## config.mk

```make
export PLATFORM = sky130hd
export DESIGN_NAME = hufd_out_stage
export DESIGN_NICKNAME = d
export VERILOG_FILES = /design/src/rtl/core/hufd_pkg.sv /design/src/rtl/core/hufd_out_stage.sv
export SDC_FILE = /design/constraint.sdc
export NUM_CORES = 1
export LEC_CHECK = 0
export ABC_AREA = 1
export BUFFER_PORTS_ARGS = -buffer_cell sky130_fd_sc_hd__buf_2
export CAP_MARGIN = 0
export CORE_MARGIN = 2
export CORE_UTILIZATION = 35
export DETAILED_ROUTE_END_ITERATION = 12
export PLACE_DENSITY = 0.6
export SLEW_MARGIN = 10
export SYNTH_ARGS = -nofsm -noshare
export SYNTH_HDL_FRONTEND = slang
export SYNTH_SLANG_ARGS = --single-unit
```

## constraint.sdc

```tcl
create_clock -name clk_i -period 1.84 [get_ports clk_i]
set_input_delay 0.276 -clock clk_i [delete_from_list [all_inputs] [get_ports clk_i]]
set_output_delay 0.276 -clock clk_i [all_outputs]
set_load 0.02 [all_outputs]
```

## src/rtl/core/hufd_pkg.sv

```systemverilog
// hufd_pkg: shared types, constants and helpers for the huffman tree byte decoder
// used by hufd_walk_engine, hufd_out_stage, huffman_tree_byte_decoder_top
// and by the verification files; no dependencies
package hufd_pkg;

  // node table geometry
  localparam int TREE_NODES = 512;
  localparam int NODE_AW    = $clog2(TREE_NODES);

  // field widths fixed by the item format
  localparam int IDX_W   = 9;
  localparam int SYM_W   = 8;
  localparam int BYTE_W  = 8;
  localparam int COUNT_W = 48;
  localparam int OP_W    = 2;
  localparam int BIT_CW  = $clog2(BYTE_W + 1);

  // stream widths
  localparam int IN_FIELDS_W = IDX_W + 1 + SYM_W + 2 * IDX_W + BYTE_W + COUNT_W;
  localparam int IN_DATA_W   = ((IN_FIELDS_W + 7) / 8) * 8;
  localparam int OUT_DATA_W  = SYM_W;

  // item kinds carried in tuser
  typedef enum logic [OP_W-1:0] {
    OP_WRITE_NODE = 2'd0,
    OP_START      = 2'd1,
    OP_DATA       = 2'd2
  } op_e;

  // walk sequencer states
  typedef enum logic {
    ST_IDLE,
    ST_RUN
  } walk_state_e;

  // one node table entry
  typedef struct packed {
    logic             leaf;
    logic [SYM_W-1:0] symbol;
    logic [IDX_W-1:0] left;
    logic [IDX_W-1:0] right;
  } node_t;

  // one input item, unpacked
  typedef struct packed {
    logic [OP_W-1:0]    opcode;
    logic [IDX_W-1:0]   node_index;
    node_t              node;
    logic [BYTE_W-1:0]  data_byte;
    logic [COUNT_W-1:0] symbol_count;
  } item_t;

  // symbol event from the walk engine to the output stage
  typedef struct packed {
    logic             emit;
    logic             flush;
    logic [SYM_W-1:0] symbol;
    logic             done;
  } emit_t;

  // index lies inside the table
  function automatic logic idx_in_range(logic [IDX_W-1:0] idx);
    return 32'(idx) < TREE_NODES;
  endfunction

  // table address from a node index
  function automatic logic [NODE_AW-1:0] node_addr(logic [IDX_W-1:0] idx);
    logic [IDX_W+NODE_AW-1:0] wide;
    wide = {{NODE_AW{1'b0}}, idx};
    return wide[NODE_AW-1:0];
  endfunction

endpackage

```

## src/rtl/core/hufd_out_stage.sv

```systemverilog
// hufd_out_stage: holds one decoded symbol until the next tells whether it ends the byte
// depends on hufd_pkg
// feeds a registered output beat, stalls the walk when both are full and tready is low
module hufd_out_stage (
  input  logic                           clk_i,
  input  logic                           rst_ni,
  input  hufd_pkg::emit_t                emit_i,
  output logic                           go_o,
  output logic                           m_axis_tvalid,
  input  logic                           m_axis_tready,
  output logic [hufd_pkg::SYM_W-1:0]     m_axis_tdata_sym_o,
  output logic                           m_axis_tlast,
  output logic                           m_axis_done_o
);
  import hufd_pkg::*;

  logic             hold_valid_q, hold_valid_d;
  logic [SYM_W-1:0] hold_sym_q;
  logic             hold_done_q;
  logic             out_valid_q, out_valid_d;
  logic [SYM_W-1:0] out_sym_q;
  logic             out_last_q;
  logic             out_done_q;
  logic             out_free;
  logic             push;
  logic             push_last;

  assign out_free = !out_valid_q || m_axis_tready;
  assign go_o     = !hold_valid_q || out_free;

  // a held symbol moves out when a newer one arrives or the byte ends
  always_comb begin
    push         = hold_valid_q && (emit_i.emit || emit_i.flush);
    push_last    = emit_i.flush;
    hold_valid_d = hold_valid_q;
    if (emit_i.emit) begin
      hold_valid_d = 1'b1;
    end else if (emit_i.flush) begin
      hold_valid_d = 1'b0;
    end
    out_valid_d = push ? 1'b1 : (out_valid_q && !m_axis_tready);
  end

  // control registers
  always_ff @(posedge clk_i or negedge rst_ni) begin
    if (!rst_ni) begin
      hold_valid_q <= 1'b0;
      out_valid_q  <= 1'b0;
    end else begin
      hold_valid_q <= hold_valid_d;
      out_valid_q  <= out_valid_d;
    end
  end

  // payload registers
  always_ff @(posedge clk_i) begin
    if (emit_i.emit) begin
      hold_sym_q  <= emit_i.symbol;
      hold_done_q <= emit_i.done;
    end
    if (push) begin
      out_sym_q  <= hold_sym_q;
      out_done_q <= hold_done_q;
      out_last_q <= push_last;
    end
  end

  assign m_axis_tvalid      = out_valid_q;
  assign m_axis_tdata_sym_o = out_sym_q;
  assign m_axis_tlast       = out_last_q;
  assign m_axis_done_o      = out_done_q;

endmodule

```

# ---- After elaboration in Yosys (flattened, before gate mapping)
# Index checks and enable logic that the tools add are counted.
dict set report word_totals {
  inputBits 14
  memories 0
  latch_bits 0
  out_inout_bits 12
  ff_bits 21
  word_cells 19
  rom_bits 0
  mem_bits_rw 0
}
dict set report classes {
  n_addsub 0
  muxes 3
  bitwise 0
  reduce_logical 9
  eq_ne 0
  div 0
  mul 0
  shifts 0
  n_lt_le_gt_ge 0
}
# cell n
set ops {}
lappend ops {{$logic_not 1->1} 3}
lappend ops {{$logic_or 1x1->1} 3}
lappend ops {{$mux 1} 3}
lappend ops {{$logic_and 1x1->1} 2}
lappend ops {{$reduce_bool 2->1} 1}

# ---- Logic depth before layout (Yosys ltp)
# Gate-level depths: netlist of the first run.
dict set report logic_depth {
  word_depth 3
  mapped_depth 3
  mapped_depth_nobuf 3
}

# ---- Least setup slack after synthesis of the first run
# Ideal clock, no wire load.
dict set report synth_path {
  kind {register to register}
  from {register hold_valid_q}
  to {register out_done_q, in the netlist m_axis_done_o, enable pin}
  synth_period_minus_slack_ns 0.967
  required_ns 1.506
  path_slack_ns 0.873
  path_stages_with_launch 3
  path_buffers 0
  setup_ns 0.334
  t_arrival_ns 0.633
  cell_sequence {dfrtp_1 o21ai_2 inv_1}
}
dict set report synth_between {
  elab_chain_len 1
}
# item line
set synth_lines {}
lappend synth_lines {{from (decl)} hufd_out_stage.sv:17} ;# logic hold_valid_q, hold_valid_d;
lappend synth_lines {{from (signal assigned)} hufd_out_stage.sv:50} ;# hold_valid_q <= hold_valid_d;
lappend synth_lines {{$logic_and 1x1->1} hufd_out_stage.sv:33} ;# push = hold_valid_q && (emit_i.emit || emit_i.flush);
lappend synth_lines {{net push} hufd_out_stage.sv:25} ;# logic push;
lappend synth_lines {{to (signal assigned)} hufd_out_stage.sv:63} ;# out_done_q <= hold_done_q;
lappend synth_lines {{to (decl)} hufd_out_stage.sv:23} ;# logic out_done_q;
# The timed path passes the listed nets, and every way through them passes these cells.
# A chain may end at the register's enable or synchronous reset.

# ---- Worst setup path in the final report of the first run
dict set report layout_path {
  from {register hold_valid_q}
  to {output go_o}
}
dict set report layout_between {
  elab_chain_len 2
}
# item line
set layout_lines {}
lappend layout_lines {{$logic_not 1->1} hufd_out_stage.sv:29} ;# assign go_o = !hold_valid_q || out_free;
lappend layout_lines {{$logic_or 1x1->1} hufd_out_stage.sv:29}
lappend layout_lines {{to (decl)} hufd_out_stage.sv:8} ;# output logic go_o,
# Every way passes these cells.

==> results of run 1 <==
## what timing repair did
item | CTS | global route
resized for setup | 0 | 0
endpoints found under the hold margin | 2 | 0
hold buffers | 1 | 0
## sequential cells by signal, indices dropped and copies added, names as in the netlist
| signal | cells |
|---|---|
| hold_done_q | 1 |
| m_axis_done_o | 1 |
| m_axis_tvalid | 1 |
| hold_sym_q | 8 |
| hold_valid_q | 1 |
| m_axis_tlast | 1 |
| m_axis_tdata_sym_o | 8 |
## report_power, final
| part | total [W] | internal [W] | switching [W] |
|---|---|---|---|
| Sequential | 0.000576 | 0.000565 | 0.0000104 |
| Clock | 0.000206 | 0.0000809 | 0.000125 |
| Combinational | 0.0000844 | 0.0000296 | 0.0000549 |
| Total | 0.000866 | 0.000676 | 0.000190 |
## cells in the final DEF, fill, tap and decap left out
master and count:
edfxtp_1 19, clkinv_2 1, dfrtp_1 2, nand2_1 2
o21ai_2 1, buf_2 25, inv_1 3, nand3_1 1
dlygate4sd3_1 1, clkbuf_4 3, o21bai_2 1
## final timing paths
path                            slack, ps               endpoint           from  cells after the start
worst min-delay path                  150          hold_sym_q[4]      emit_i[5]                      1
worst max register to register        750  m_axis_tdata_sym_o[5]   hold_valid_q                      2
worst min register to register        430  m_axis_tdata_sym_o[2]  hold_sym_q[2]                      0
max in group asynchronous            1470          m_axis_tvalid         rst_ni                      2
worst max-delay path                  600                   go_o   hold_valid_q                      2
min in group asynchronous             280           hold_valid_q         rst_ni                      2
## layer usage
layer	wire length, um	global-route usage	vias up
li1	-	-	167
met3	76	0.03396	0
met1	376	0.08458	149
met5	0	0	-
met4	0	0.06486	0
met2	404	0.1405	19
## worst max-delay path, delay by kind of cell, from the launching register on
kind | cells | cell delay, ps
DFF | 1 | 420
buffers and inverters | 1 | 160
and+or+nand+nor | 1 | 90
## metrics by stage
step                      hold slack (ps)  instance area (sq um)  setup slack [ps]  instances    util
after floorplan                    -19.59                  664.4             873.3         29       -
after global placement              64.61                  820.8             596.7         79  0.4652
after detailed placement            65.37                  820.8             564.0         79  0.4652
after CTS                           136.2                  858.3             583.8         84  0.4865
after global routing                128.0                  858.3             540.4         84  0.4865
final                               153.7                  858.3             600.2         84  0.4865
## final cells by class
class	count	area share
tap	25	0.03644
clock inverter	1	0.005831
sequential	21	0.7230
inverter	3	0.01312
clock buffer	3	0.02624
timing repair buffer	26	0.1574
multi-input combinational	5	0.03790
## cell families after synthesis
logic type	synth area share
AND/OR/NAND/NOR	0.01883
flip-flops	0.9341
AO/OA/AOI/OAI	0.03013
buffers and inverters	0.01695
==> impl_metrics.prom, run 1 <==
# TYPE chip_impl_metric gauge
chip_impl_metric{name="cap_violations",unit=""} 0
chip_impl_metric{name="proportion_of_register_bits_with_asynchronous_set_or_reset_after_synthesis",unit=""} 0.09524
chip_impl_metric{name="synth_cell_type_count",unit=""} 7
chip_impl_info{name="worstSetupEndpointType",value="output pin"} 1
chip_impl_metric{name="layout-drive-gt1-share",unit=""} 0.5254
chip_impl_metric{name="nets",unit=""} 74
chip_impl_info{name="synth.top_cells.by_count",value="19 x edfxtp_1, 3 x inv_1, 2 x dfrtp_1, 2 x nand2_1"} 1
chip_impl_info{name="dominant_register_cell_in_the_synthesized_netlist",value="edfxtp_1"} 1
chip_impl_metric{name="yosys_warnings",unit=""} 0
chip_impl_metric{name="worstPathArrival",unit="ps"} 960
chip_impl_metric{name="cellLeakagePower",unit="nW"} 0.3576
chip_impl_metric{name="fp.dieW",unit="um"} 47.57
chip_impl_metric{name="fillers",unit=""} 170
chip_impl_info{name="worstHoldPathType",value="primary input to flip-flop"} 1
chip_impl_metric{name="clkSinkCount",unit=""} 21
chip_impl_metric{name="first_pass_iters",unit=""} 4
chip_impl_metric{name="maxClockFrequency",unit="MHz"} 806.6
chip_impl_info{name="synth.largest_area_cell",value="edfxtp_1"} 1
chip_impl_metric{name="detailed_route_wire_length",unit="um"} 858
chip_impl_metric{name="synth-edff-count",unit=""} 19
chip_impl_info{name="cp-start-kind",value="flip-flop"} 1
chip_impl_info{name="critical-path-slowest-cell",value="dfrtp_1"} 1
chip_impl_metric{name="fin_crit_sh",unit=""} 0.6738
chip_impl_metric{name="synth_area",unit="sq um"} 664.4
chip_impl_metric{name="syn_avg_cell_area",unit="sq um"} 22.91
chip_impl_metric{name="core-area",unit="sq mm"} 0.001764
chip_impl_info{name="rsz_0062_raised_after_global_routing",value="no"} 1
chip_impl_metric{name="tightestPinTransition",unit="ps"} 369.2
chip_impl_metric{name="grt_usage",unit=""} 0.08479
chip_impl_metric{name="post-synth-top-area-fraction",unit=""} 0.8588
chip_impl_metric{name="grt_max_degree",unit=""} 13
chip_impl_metric{name="ir_drop",unit="mV"} 0.4753
chip_impl_metric{name="worstSkewPairLatency",unit="ps"} 290
chip_impl_metric{name="synth_seq_cells",unit=""} 21
chip_impl_metric{name="layout_min_cycle_time",unit="ps"} 1240
chip_impl_metric{name="worst_stage_delay_on_the_critical_path",unit="ps"} 420
chip_impl_metric{name="clock_skews",unit="ps"} 2.581
chip_impl_metric{name="top_level_ports",unit=""} 26
chip_impl_info{name="post_synth_main_area_contributors",value="edfxtp_1 86%, dfrtp_1 7.5%, inv_1 1.7%"} 1
chip_impl_metric{name="wl_per_cell",unit="um"} 10.21
chip_impl_metric{name="crit_fanout",unit=""} 3
chip_impl_metric{name="design_power_total",unit="W"} 0.0008656
chip_impl_info{name="critical_path.cell_chain",value="nand3_1 > buf_2"} 1
chip_impl_metric{name="multi_input_area",unit="sq um"} 32.53
chip_impl_metric{name="antenna_found_initial",unit=""} 0
chip_impl_info{name="cts_tree",value="done"} 1
chip_impl_metric{name="syn_to_final_growth",unit="%"} 29.19
chip_impl_metric{name="die-area",unit="sq mm"} 0.002263
chip_impl_metric{name="syn_nets",unit=""} 43
chip_impl_info{name="yosysMostFrequentCell",value="edfxtp_1"} 1
chip_impl_metric{name="dp.final_hpwl",unit="um"} 636.8
chip_impl_metric{name="gr-total-overflow",unit=""} 0
chip_impl_metric{name="setup_total_negative_slack",unit="ps"} 0
chip_impl_metric{name="clkSlewWorstSetupHoldPaths",unit="ps"} 100
chip_impl_metric{name="setup_viol_count_final",unit=""} 0
chip_impl_metric{name="slew_violations",unit=""} 0
chip_impl_info{name="crit_type",value="flip-flop to output pin"} 1
chip_impl_metric{name="max-slew-margin-rel",unit=""} 0.7536
chip_impl_metric{name="drt-initial-drc-count",unit=""} 5
chip_impl_metric{name="vias_per_cell",unit=""} 3.988
chip_impl_metric{name="clock_path_buffers",unit=""} 2
chip_impl_metric{name="seqCellArea",unit="sq um"} 620.6
chip_impl_metric{name="place_congestion",unit=""} 0.6187
chip_impl_metric{name="standard_cell_row_count",unit=""} 15
chip_impl_metric{name="io_buffer_count",unit=""} 25
chip_impl_metric{name="post-cts-setup-buffers",unit=""} 0
chip_impl_metric{name="power_per_cell_area",unit="mW/mm^2"} 1009
chip_impl_metric{name="maximum_level_of_the_cts_h_tree",unit=""} 1
chip_impl_metric{name="synth-seq-area-share",unit=""} 0.9341
chip_impl_metric{name="initial_utilization",unit=""} 0.3766
chip_impl_info{name="cts-root-buf",value="clkbuf_4"} 1
chip_impl_metric{name="synthesized_instance_count",unit=""} 29
chip_impl_info{name="run_status",value="completed"} 1
chip_impl_metric{name="grt_pass1_vias",unit=""} 299
chip_impl_metric{name="finalHoldViolations",unit=""} 0
chip_impl_metric{name="die_height",unit="um"} 47.57
chip_impl_metric{name="cp.required",unit="ps"} 1560
chip_impl_metric{name="grt_pass1_wl",unit="um"} 1186
chip_impl_metric{name="via_count",unit=""} 335
chip_impl_metric{name="ant_nets",unit=""} 0
chip_impl_metric{name="drcViolationCount",unit=""} 0
chip_impl_metric{name="cts_buffers",unit=""} 3
chip_impl_metric{name="ant_diodes",unit=""} 0
(Power assumes the default switching activity.)
==> inputs of run 2 (changes only) <==
- clock period: 1.84 -> 1.2 ns (I/O delays scaled with it)
==> run 2 against run 1 <==
Against the previous run:
- via count is 3.9% higher
- total power is 54% higher
- global-route usage is 1.2 points higher
- worst setup slack worse by 510 ps
- sequential share of layout area is 0.73 points lower
- sequential cell count stayed put
- utilization is 0.50 points higher
- die area stayed put
- final cell count is 1.2% higher
- register-to-register slack worse by 630 ps
- largest power group unchanged
- highest routed layer unchanged
==> impl_metrics.prom, run 2 (synthesis results as in run 1) <==
# TYPE chip_impl_metric gauge
chip_impl_info{name="run_status",value="completed"} 1
chip_impl_metric{name="tightestPinTransition",unit="ps"} 368.9
chip_impl_metric{name="grt_pass1_wl",unit="um"} 1386
chip_impl_metric{name="setup_total_negative_slack",unit="ps"} 0
chip_impl_info{name="worstSetupEndpointType",value="output pin"} 1
chip_impl_metric{name="setup_viol_count_final",unit=""} 0
chip_impl_metric{name="ant_nets",unit=""} 0
chip_impl_metric{name="standard_cell_row_count",unit=""} 15
chip_impl_metric{name="layout-drive-gt1-share",unit=""} 0.5167
chip_impl_metric{name="die_height",unit="um"} 47.57
chip_impl_metric{name="cap_violations",unit=""} 0
chip_impl_metric{name="post-route-util",unit=""} 0.4915
chip_impl_metric{name="multi_input_area",unit="sq um"} 32.53
chip_impl_metric{name="fp.dieW",unit="um"} 47.57
chip_impl_metric{name="via_count",unit=""} 348
chip_impl_metric{name="io_buffer_count",unit=""} 25
chip_impl_metric{name="core-area",unit="sq mm"} 0.001764
chip_impl_metric{name="worstPathArrival",unit="ps"} 930
chip_impl_metric{name="dpl_cell_area",unit="sq um"} 828.3
chip_impl_metric{name="wl_per_cell",unit="um"} 10.96
chip_impl_metric{name="power_per_cell_area",unit="mW/mm^2"} 1535
chip_impl_metric{name="ant_diodes",unit=""} 0
chip_impl_metric{name="maxClockFrequency",unit="MHz"} 898.6
chip_impl_metric{name="clkSlewWorstSetupHoldPaths",unit="ps"} 110
chip_impl_info{name="crit_type",value="flip-flop to output pin"} 1
chip_impl_metric{name="fillers",unit=""} 164
chip_impl_metric{name="first_pass_iters",unit=""} 4
chip_impl_metric{name="seqCellArea",unit="sq um"} 620.6
chip_impl_metric{name="layoutNonFillerInstCount",unit=""} 85
chip_impl_metric{name="cellLeakagePower",unit="nW"} 0.3611
chip_impl_info{name="most-common-layout-cells",value="24 x buf_2, 19 x edfxtp_1, 3 x inv_1, 3 x clkbuf_4"} 1
chip_impl_info{name="cts_tree",value="done"} 1
chip_impl_metric{name="drcViolationCount",unit=""} 0
chip_impl_info{name="worstHoldPathType",value="primary input to flip-flop"} 1
chip_impl_metric{name="detailed_route_wire_length",unit="um"} 932
chip_impl_metric{name="clkSinkCount",unit=""} 21
chip_impl_metric{name="final.hold.worst_slack",unit="ps"} 55.54
chip_impl_metric{name="finish.instance_area",unit="sq um"} 867.1
chip_impl_metric{name="post-place-cells",unit=""} 80
chip_impl_metric{name="ir_drop",unit="mV"} 0.6322
chip_impl_metric{name="layout_min_cycle_time",unit="ps"} 1113
chip_impl_metric{name="post-cts-setup-buffers",unit=""} 0
chip_impl_metric{name="cells_on_worst_reg2reg_path",unit=""} 2
chip_impl_info{name="critical_path.cell_chain",value="nand3_1 > buf_4"} 1
chip_impl_metric{name="finalHoldViolations",unit=""} 0
chip_impl_metric{name="nets",unit=""} 75
chip_impl_info{name="layout.cells.most_common",value="buf_2"} 1
chip_impl_info{name="cp-start-kind",value="flip-flop"} 1
chip_impl_metric{name="max-slew-margin-rel",unit=""} 0.7538
chip_impl_metric{name="place_congestion",unit=""} 0.6305
chip_impl_metric{name="top_level_ports",unit=""} 26
chip_impl_info{name="hold_start",value="emit_i[0]"} 1
chip_impl_metric{name="drt-initial-drc-count",unit=""} 5
chip_impl_metric{name="critical_path_cell_count",unit=""} 2
chip_impl_info{name="cpLargestDelayFamily",value="flip-flops"} 1
chip_impl_info{name="rsz_0062_raised_after_global_routing",value="no"} 1
chip_impl_metric{name="cp.required",unit="ps"} 1020
chip_impl_info{name="critical-path-slowest-cell",value="dfrtp_1"} 1
chip_impl_metric{name="grt_max_degree",unit=""} 12
chip_impl_metric{name="clock_skews",unit="ps"} 7.167
chip_impl_metric{name="worst_stage_delay_on_the_critical_path",unit="ps"} 410
chip_impl_metric{name="fin_crit_sh",unit=""} 0.9273
chip_impl_info{name="reg2reg_from",value="hold_valid_q"} 1
chip_impl_metric{name="syn_to_final_growth",unit="%"} 30.51
chip_impl_metric{name="antenna_found_initial",unit=""} 0
chip_impl_metric{name="die-area",unit="sq mm"} 0.002263
chip_impl_metric{name="crit_fanout",unit=""} 3
chip_impl_metric{name="worst-path-buf-inv",unit=""} 1
chip_impl_metric{name="grt_pass1_vias",unit=""} 319
chip_impl_metric{name="worstSkewPairLatency",unit="ps"} 290
chip_impl_metric{name="clock_path_buffers",unit=""} 2
chip_impl_metric{name="gr-total-overflow",unit=""} 0
chip_impl_metric{name="vias_per_cell",unit=""} 4.094
chip_impl_metric{name="initial_utilization",unit=""} 0.3766
chip_impl_metric{name="slew_violations",unit=""} 0
chip_impl_metric{name="grt_usage",unit=""} 0.09690
chip_impl_metric{name="min_delay_path_depth",unit=""} 1
chip_impl_metric{name="maximum_level_of_the_cts_h_tree",unit=""} 1
chip_impl_info{name="cts-root-buf",value="clkbuf_4"} 1
chip_impl_metric{name="cts_buffers",unit=""} 3
chip_impl_info{name="timing.critical_path.from",value="hold_valid_q"} 1
[run 2: final timing paths]
path / end / slack [ps]
setup / recovery: go_o / 90
hold / removal: hold_done_q / 60
setup reg to reg: m_axis_tdata_sym_o[0] / 120
hold reg to reg: m_axis_tdata_sym_o[4] / 430
max in group asynchronous: m_axis_tvalid / 920
min in group asynchronous: hold_valid_q / 190
[run 2: layout make-up]
| type | count | area share |
|---|---|---|
| Clock buffer | 4 | 0.03030 |
| Inverter | 3 | 0.01299 |
| Multi-Input combinational cell | 5 | 0.03752 |
| Sequential cell | 21 | 0.7157 |
| Tap cell | 25 | 0.03608 |
| Timing Repair Buffer | 27 | 0.1674 |
[run 2: repair_timing]
action                                  4_1_cts  5_1_grt
hold buffers                                  1        0
endpoints found under the hold margin         2        0
endpoints found under the setup margin        0        1
gates resized for setup                       0        1
[run 2: power breakdown]
part           internal, W  switching, W  leakage, nW
Clock             0.000129      0.000185       0.0150
Sequential        0.000867     0.0000162        0.208
Combinational    0.0000489     0.0000852        0.139
Total              0.00104      0.000287        0.361
[run 2: per-layer routing]
layer	wire length [um]	GRT usage	vias up
met4	0	0.06486	0
li1	-	-	170
met3	82	0.03396	0
met2	454	0.1459	21
met5	0	0	-
met1	395	0.1178	157
[run 2: metrics by stage]
stage          worst slack [ps]  total power [W]
2_1_floorplan             233.3        0.0009623
3_3_place_gp              160.9         0.001029
3_5_place_dp              139.1         0.001032
4_1_cts                   48.60         0.001351
5_1_grt                   11.74         0.001403
6_report                  87.21         0.001331
==> inputs of run 3 (changes only) <==
- CORE_ASPECT_RATIO: not set -> 1.25
- CORE_MARGIN: 2 -> 1
==> run 3 against run 2 <==
Against the previous run:
- sequential share of layout area increased by 0.84 points
- first-iteration DRC count down 100%
- die area fell by 8.2%
- clock-buffer cell count stayed put
- critical path depth unchanged
- largest cell class unchanged
- critical path type unchanged
- critical endpoint unchanged
==> impl_metrics.prom, run 3 (synthesis results as in run 1) <==
# TYPE chip_impl_metric gauge
chip_impl_metric{name="maxClockFrequency",unit="MHz"} 879.7
chip_impl_metric{name="max-slew-margin-rel",unit=""} 0.7802
chip_impl_metric{name="grt_pass1_wl",unit="um"} 1131
chip_impl_metric{name="initial_utilization",unit=""} 0.3763
chip_impl_metric{name="drt-initial-drc-count",unit=""} 0
chip_impl_metric{name="nets",unit=""} 75
chip_impl_info{name="rsz_0062_raised_after_global_routing",value="no"} 1
chip_impl_metric{name="cp.required",unit="ps"} 1020
chip_impl_metric{name="worstPathArrival",unit="ps"} 960
chip_impl_metric{name="fin_crit_sh",unit=""} 0.9473
chip_impl_metric{name="gr-total-overflow",unit=""} 0
chip_impl_metric{name="worstSkewPairLatency",unit="ps"} 280
chip_impl_metric{name="cap_violations",unit=""} 0
chip_impl_metric{name="die_height",unit="um"} 50.71
chip_impl_metric{name="wl_per_cell",unit="um"} 9.380
chip_impl_metric{name="maximum_level_of_the_cts_h_tree",unit=""} 1
chip_impl_metric{name="core-area",unit="sq mm"} 0.001765
chip_impl_metric{name="power_switching",unit="W"} 0.0002721
chip_impl_metric{name="standard_cell_row_count",unit=""} 17
chip_impl_info{name="cts-root-buf",value="clkbuf_4"} 1
chip_impl_metric{name="clock_skews",unit="ps"} 7.957
chip_impl_metric{name="min_delay_path_depth",unit=""} 1
chip_impl_info{name="run_status",value="completed"} 1
chip_impl_metric{name="power_frac_seq",unit=""} 0.670
chip_impl_metric{name="setup_viol_count_final",unit=""} 0
chip_impl_metric{name="slew_violations",unit=""} 0
chip_impl_metric{name="detailed_route_wire_length",unit="um"} 741
chip_impl_metric{name="grt_usage",unit=""} 0.08612
chip_impl_metric{name="cts_buffers",unit=""} 3
chip_impl_metric{name="internal-power",unit="W"} 0.001043
chip_impl_info{name="cp-start-kind",value="flip-flop"} 1
chip_impl_metric{name="multi_input_area",unit="sq um"} 32.53
chip_impl_metric{name="layout_min_cycle_time",unit="ps"} 1137
chip_impl_metric{name="grt_max_degree",unit=""} 12
chip_impl_metric{name="fp.dieW",unit="um"} 40.97
chip_impl_metric{name="layout-drive-gt1-share",unit=""} 0.5167
chip_impl_metric{name="clock_path_buffers",unit=""} 2
chip_impl_metric{name="syn_to_final_growth",unit="%"} 29.00
chip_impl_metric{name="die-area",unit="sq mm"} 0.002078
chip_impl_metric{name="drcViolationCount",unit=""} 0
chip_impl_info{name="cts_tree",value="done"} 1
chip_impl_metric{name="vias_per_cell",unit=""} 4.139
chip_impl_metric{name="setup_total_negative_slack",unit="ps"} 0
chip_impl_metric{name="post-cts-setup-buffers",unit=""} 0
chip_impl_info{name="worst_setup_path_endpoint",value="go_o"} 1
chip_impl_metric{name="post-route-util",unit=""} 0.4855
chip_impl_metric{name="tightestPinTransition",unit="ps"} 329.4
chip_impl_metric{name="ant_diodes",unit=""} 0
chip_impl_info{name="worstSetupEndpointType",value="output pin"} 1
chip_impl_metric{name="seqCellArea",unit="sq um"} 620.6
chip_impl_metric{name="io_buffer_count",unit=""} 25
chip_impl_metric{name="sw_frac_of_total",unit=""} 0.2070
chip_impl_info{name="most-common-layout-cells",value="25 x buf_2, 19 x edfxtp_1, 3 x inv_1, 3 x clkbuf_4"} 1
chip_impl_info{name="layout.cells.most_common",value="buf_2"} 1
chip_impl_metric{name="grt_pass1_vias",unit=""} 285
chip_impl_metric{name="fillers",unit=""} 168
chip_impl_metric{name="first_pass_iters",unit=""} 1
chip_impl_metric{name="place_ws",unit="ps"} 154.1
chip_impl_metric{name="setup_slack",unit="ps"} 63.25
chip_impl_metric{name="ant_nets",unit=""} 0
chip_impl_metric{name="cells_on_worst_reg2reg_path",unit=""} 2
chip_impl_metric{name="top_level_ports",unit=""} 26
chip_impl_info{name="r2r-end",value="m_axis_tdata_sym_o[3]"} 1
chip_impl_metric{name="finalHoldViolations",unit=""} 0
chip_impl_metric{name="final.hold.worst_slack",unit="ps"} 62.01
chip_impl_metric{name="clkSlewWorstSetupHoldPaths",unit="ps"} 100
chip_impl_metric{name="place_congestion",unit=""} 0.6043
chip_impl_metric{name="reg2reg_setup_slack",unit="ps"} 140
chip_impl_metric{name="power_per_cell_area",unit="mW/mm^2"} 1534
chip_impl_metric{name="share_comb_of_total_power",unit=""} 0.099
chip_impl_metric{name="cellLeakagePower",unit="nW"} 0.3597
chip_impl_metric{name="via_count",unit=""} 327
chip_impl_info{name="crit_type",value="flip-flop to output pin"} 1
chip_impl_metric{name="antenna_found_initial",unit=""} 0
chip_impl_info{name="timing.critical_path.from",value="hold_valid_q"} 1
chip_impl_metric{name="clkSinkCount",unit=""} 21
chip_impl_info{name="reg2reg_from",value="hold_valid_q"} 1
chip_impl_metric{name="crit_fanout",unit=""} 3
chip_impl_metric{name="clockPowerShare",unit=""} 0.231
chip_impl_metric{name="ir_drop",unit="mV"} 0.6655
chip_impl_info{name="worstHoldPathType",value="primary input to flip-flop"} 1
-- run 3: cell counts in the layout (fill, tap and decap cells not counted) --
No cell type changed its count.
-- run 3: metal layers --
metal | global-route usage | vias to the layer above | routed length, um
li1 | - | 171 | -
met1 | 0.1000 | 137 | 302
met2 | 0.1250 | 19 | 354
met3 | 0.02655 | 0 | 85
met4 | 0.06667 | 0 | 0
met5 | 0 | - | 0
-- run 3: critical path: stages (launching register included) --
cell and delay, ps:
dfrtp_1 420, nand3_1 90, buf_2 160
-- run 3: what timing repair did --
item / CTS / global route
gates resized for setup: 0 / 0
hold buffers: 1 / 0
hold endpoints to repair: 2 / 0
-- run 3: cell type report --
cell class	count	share of cell area
Sequential cell	21	0.7241
Timing Repair Buffer	27	0.1664
Multi-Input combinational cell	5	0.03796
Clock buffer	4	0.03066
Tap cell	19	0.02774
Inverter	3	0.01314
-- run 3: worst min path at each step --
stage	slack, ps	from	to
6_report	60	emit_i[7]	hold_sym_q[6]
2_1_floorplan	-120	rst_ni	hold_valid_q
4_1_cts	50	emit_i[5]	hold_sym_q[4]
3_5_place_dp	-30	rst_ni	hold_valid_q
5_1_grt	30	emit_i[8]	hold_sym_q[7]
3_3_place_gp	-30	rst_ni	m_axis_tvalid
-- run 3: power groups by stage --
stage	Sequential, W	Combinational (W)	Clock (W)
after floorplan	0.000940	0.0000222	0
after global placement	0.000898	0.000129	0
after detailed placement	0.000899	0.000129	0
after CTS	0.000882	0.000132	0.000325
after global routing	0.000886	0.000142	0.000357
final	0.000881	0.000130	0.000304
-- run 3: through the flow --
step / std cells / cell area (sq um) / total power (W)
6_report: 79 / 857.1 / 0.001315
2_1_floorplan: 29 / 664.4 / 0.0009623
3_3_place_gp: 74 / 820.8 / 0.001027
4_1_cts: 79 / 857.1 / 0.001340
3_5_place_dp: 74 / 820.8 / 0.001029
5_1_grt: 79 / 857.1 / 0.001386
